$ cat config.mk
export PLATFORM = sky130hd
export DESIGN_NAME = psc_mul
export DESIGN_NICKNAME = d
export VERILOG_FILES = /design/src/rtl/core/psc_pkg.sv /design/src/rtl/core/psc_mul.sv
export SDC_FILE = /design/constraint.sdc
export NUM_CORES = 2
export LEC_CHECK = 0
export ABC_AREA = 1
export CELL_PAD_IN_SITES_DETAIL_PLACEMENT = 0
export CELL_PAD_IN_SITES_GLOBAL_PLACEMENT = 1
export CORE_MARGIN = 1
export CORE_UTILIZATION = 45
export CTS_BUF_LIST = sky130_fd_sc_hd__clkbuf_16
export CTS_CLUSTER_DIAMETER = 30
export DETAILED_ROUTE_END_ITERATION = 8
export DONT_BUFFER_PORTS = 1
export GPL_TIMING_DRIVEN = 0
export PLACE_DENSITY = 0.82
export SETUP_SLACK_MARGIN = 0.1
export SKIP_CTS_REPAIR_TIMING = 1
export SLEW_MARGIN = 10
export SYNTH_ARGS = -nofsm -noshare
export SYNTH_HDL_FRONTEND = slang
export SYNTH_SLANG_ARGS = --single-unit
$ cat constraint.sdc
create_clock -name i_clk -period 18.6 [get_ports i_clk]
set_input_delay 3.72 -clock i_clk [delete_from_list [all_inputs] [get_ports i_clk]]
set_output_delay 3.72 -clock i_clk [all_outputs]
set_load 0.02 [all_outputs]
$ cat src/rtl/core/psc_pkg.sv
// Shared types and constants for the pressure sensor compensation block.
// No dependencies.
package psc_pkg;

    localparam int MUL_W = 32;

    typedef logic signed [MUL_W-1:0]   t_mop;
    typedef logic signed [2*MUL_W-1:0] t_prod;

    // calibration register indexes
    typedef enum logic [2:0] {
        REG_C1 = 3'd0,
        REG_C2 = 3'd1,
        REG_C3 = 3'd2,
        REG_C4 = 3'd3,
        REG_C5 = 3'd4,
        REG_C6 = 3'd5
    } t_reg_idx;

    localparam int REF_TEMP_CENTI  = 2000;
    localparam int VLOW_TEMP_CENTI = 1500;
    // offset of the very-low branch measured from the reference temperature
    localparam int VLOW_FROM_REF   = REF_TEMP_CENTI + VLOW_TEMP_CENTI;

    // reciprocals: q = (n * RECIP10) >> 34 exact for n < 2^30,
    //              q = (n * RECIP49) >> 36 exact for n < 2^30
    localparam logic [30:0] RECIP10 = 31'd1717986919;
    localparam logic [30:0] RECIP49 = 31'd1402438302;

endpackage

$ cat src/rtl/core/psc_mul.sv
// Shared signed multiplier with registered product.
// Depends on psc_pkg.
module psc_mul (
    input  logic          i_clk,
    input  psc_pkg::t_mop i_a,
    input  psc_pkg::t_mop i_b,
    output psc_pkg::t_prod o_p
);
    import psc_pkg::*;

    t_prod r_p;

    always_ff @(posedge i_clk) begin
        r_p <= i_a * i_b;
    end

    assign o_p = r_p;

endmodule

==> flow_metrics.py <==
metrics = {
    "status": {
        "status": "complete, no violations",
    },
    "route": {
        "drtPass1Iterations": 5,
        "drc": 0,
        "viasPerCell": 5.05,
        "drt_iter0_drc": 3053,
        "routedWlPerCell_um": 22.8,
        "routed_wl_um": 144000,
        "ant_nets": 0,
        "vias": 31900,
    },
    "clock_tree": {
        "h-tree-depth": 3,
        "cts_root_buffer": "clkbuf_16",
        "clk_path_buf_depth": 2,
        "cts_inserted_buffers": 9,
        "clkTransAtPathRegs_ps": 60,
        "cts_tree": "done",
        "cts.sinks": 64,
    },
    "synth": {
        "syn_area_sq_um": 40200,
        "seq_area_frac_synth_pct": 3.19,
        "synth_fp_nets": 6455,
        "yosys-top-cells-count": "inv_1, nand2_1, fa_1, clkbuf_1, ha_1",
        "yosysMostFrequentCell": "inv_1",
        "synth_cell_types": 27,
        "synth_ff_type": "dfxtp_1",
        "synth.avg_cell_area_sq_um": 7.85,
        "yosys_warnings": 0,
        "yosysTopAreaCellShare_pct": 53.9,
        "synth_edf_count": 0,
        "ys_ff_latch": 64,
        "synth_cells": 5124,
        "async_flop_share_pct": 0,
        "synth_top_cell_by_area": "fa_1",
        "ys_top_cells_by_area": "fa_1, inv_1, nand2_1",
    },
    "floorplanning": {
        "core_sq_um": 88400,
        "rows": 109,
        "ios": 129,
        "die_y_um": 301,
        "die_width_um": 301,
        "die_area_sq_um": 90500,
        "start_util_pct": 45.5,
    },
    "worst_setup_path": {
        "cp.arrival_ps": 11970,
        "slowest_stage": "fa_1",
        "endpoint_kind": "flip-flop",
        "slowest_delay_ps": 890,
        "worst-path-buf-inv": 9,
        "path_delay_family": "adder cells",
        "worstSetupPathType": "input port to flip-flop",
        "cp_max_fo": 13,
        "cp.depth": 27,
        "required_ps": 18810,
        "startpoint_type": "input port",
    },
    "cells_and_area": {
        "drive_above_1_share_pct": 1.93,
        "final_area_sq_um": 42000,
        "area_growth_pct": 4.55,
        "nNetsFinal": 6466,
        "largest_reg_flops": 64,
    },
    "timing": {
        "rsz0062_at_grt": "false",
        "fin_tns_setup_ps": 0,
        "relSlewSlack_pct": 9.54,
        "max_freq_ghz": 0.0851,
        "setup_viol": 0,
        "worst-slew-pin-transition_ps": 1360,
        "finalCritPeriodShare_pct": 63.2,
        "finalHoldViolations": 0,
        "slew_viol_final": 0,
        "period_minus_slack_ps": 11760,
        "hold_slack_ps": 3480,
    },
    "hold_path": {
        "hold_depth": 2,
        "hold_path.class": "input port to flip-flop",
    },
    "job": {
        "max-cap-violations": 0,
    },
    "global_routing": {
        "grt_max_degree": 23,
        "grt_util_all_layers_pct": 33.2,
        "globalRouteOverflowTotal": 0,
        "grt_pass1_wl_um": 217000,
        "grt_pass1_vias": 33500,
        "antenna_found_initial": 4,
    },
    "place": {
        "io_buffers": 0,
        "gp_congestion": 1.04,
        "post_dp_cell_area_sq_um": 41700,
        "dp_hpwl_um": 129000,
    },
}
## layout make-up
class	instances	area (sq um)
antenna	6	15.0
buffer	192	721
clock buffer	9	225
clock inverter	7	128
fill	8922	46300
inverter	1700	6380
multi-input combinational	3168	31800
sequential	64	1280
tap	1165	1460
## layout by cell type (no fill, tap or decap), types with 8 or more instances in the layout
master / Yosys / layout
inv_1: 1692 / 1692
nor2_2: 31 / 31
ha_1: 184 / 184
clkbuf_16: 0 / 9
nand3_1: 73 / 73
o21ai_0: 17 / 17
dfxtp_1: 64 / 64
a21oi_1: 62 / 62
fa_1: 1082 / 1081
clkbuf_1: 192 / 192
inv_2: 8 / 8
nor3_1: 11 / 11
nand2_1: 1504 / 1504
o21bai_1: 8 / 8
nor2_1: 93 / 93
xor2_1: 31 / 31
nand2_2: 21 / 21
nand4_1: 13 / 13
## metal layers
layer,share of wire (%),up-vias,track usage [%],routed length (um)
met4,4.2,6,11.1,6010
met3,11,273,7.76,15200
met2,46,1482,52.5,65500
met5,0.024,-,0,35
li1,-,14000,-,-
met1,40,16100,45.0,57000
## worst paths after layout
check	slack, ps	from	end
max	6840	i_a[31]	o_p[56]
min	3480	i_b[0]	o_p[0]
## stage by stage
| stage | util [%] | setup slack, ps | std cells |
|---|---|---|---|
| after floorplan | - | 8240 | 5124 |
| after detailed placement | 47.1 | 6540 | 6289 |
| after CTS | 47.5 | 6850 | 6305 |
| after global placement | 47.1 | 6480 | 6289 |
| after global routing | 47.5 | 6380 | 6305 |
| final | 47.6 | 6840 | 6311 |
## logic make-up after synthesis
logic type / Yosys count / synth area share, %
buffers and inverters: 1892 / 17.7
AND/OR/NAND/NOR: 1773 / 17.5
adder cells (fa/ha/maj): 1266 / 59.6
AO/OA/AOI/OAI: 95 / 1.26
flip-flops: 64 / 3.19
XOR/XNOR: 34 / 0.741
Power is left out: the tool's default activity adds up to more than one toggle a clock period on the data nets, which glitch-free logic cannot reach.
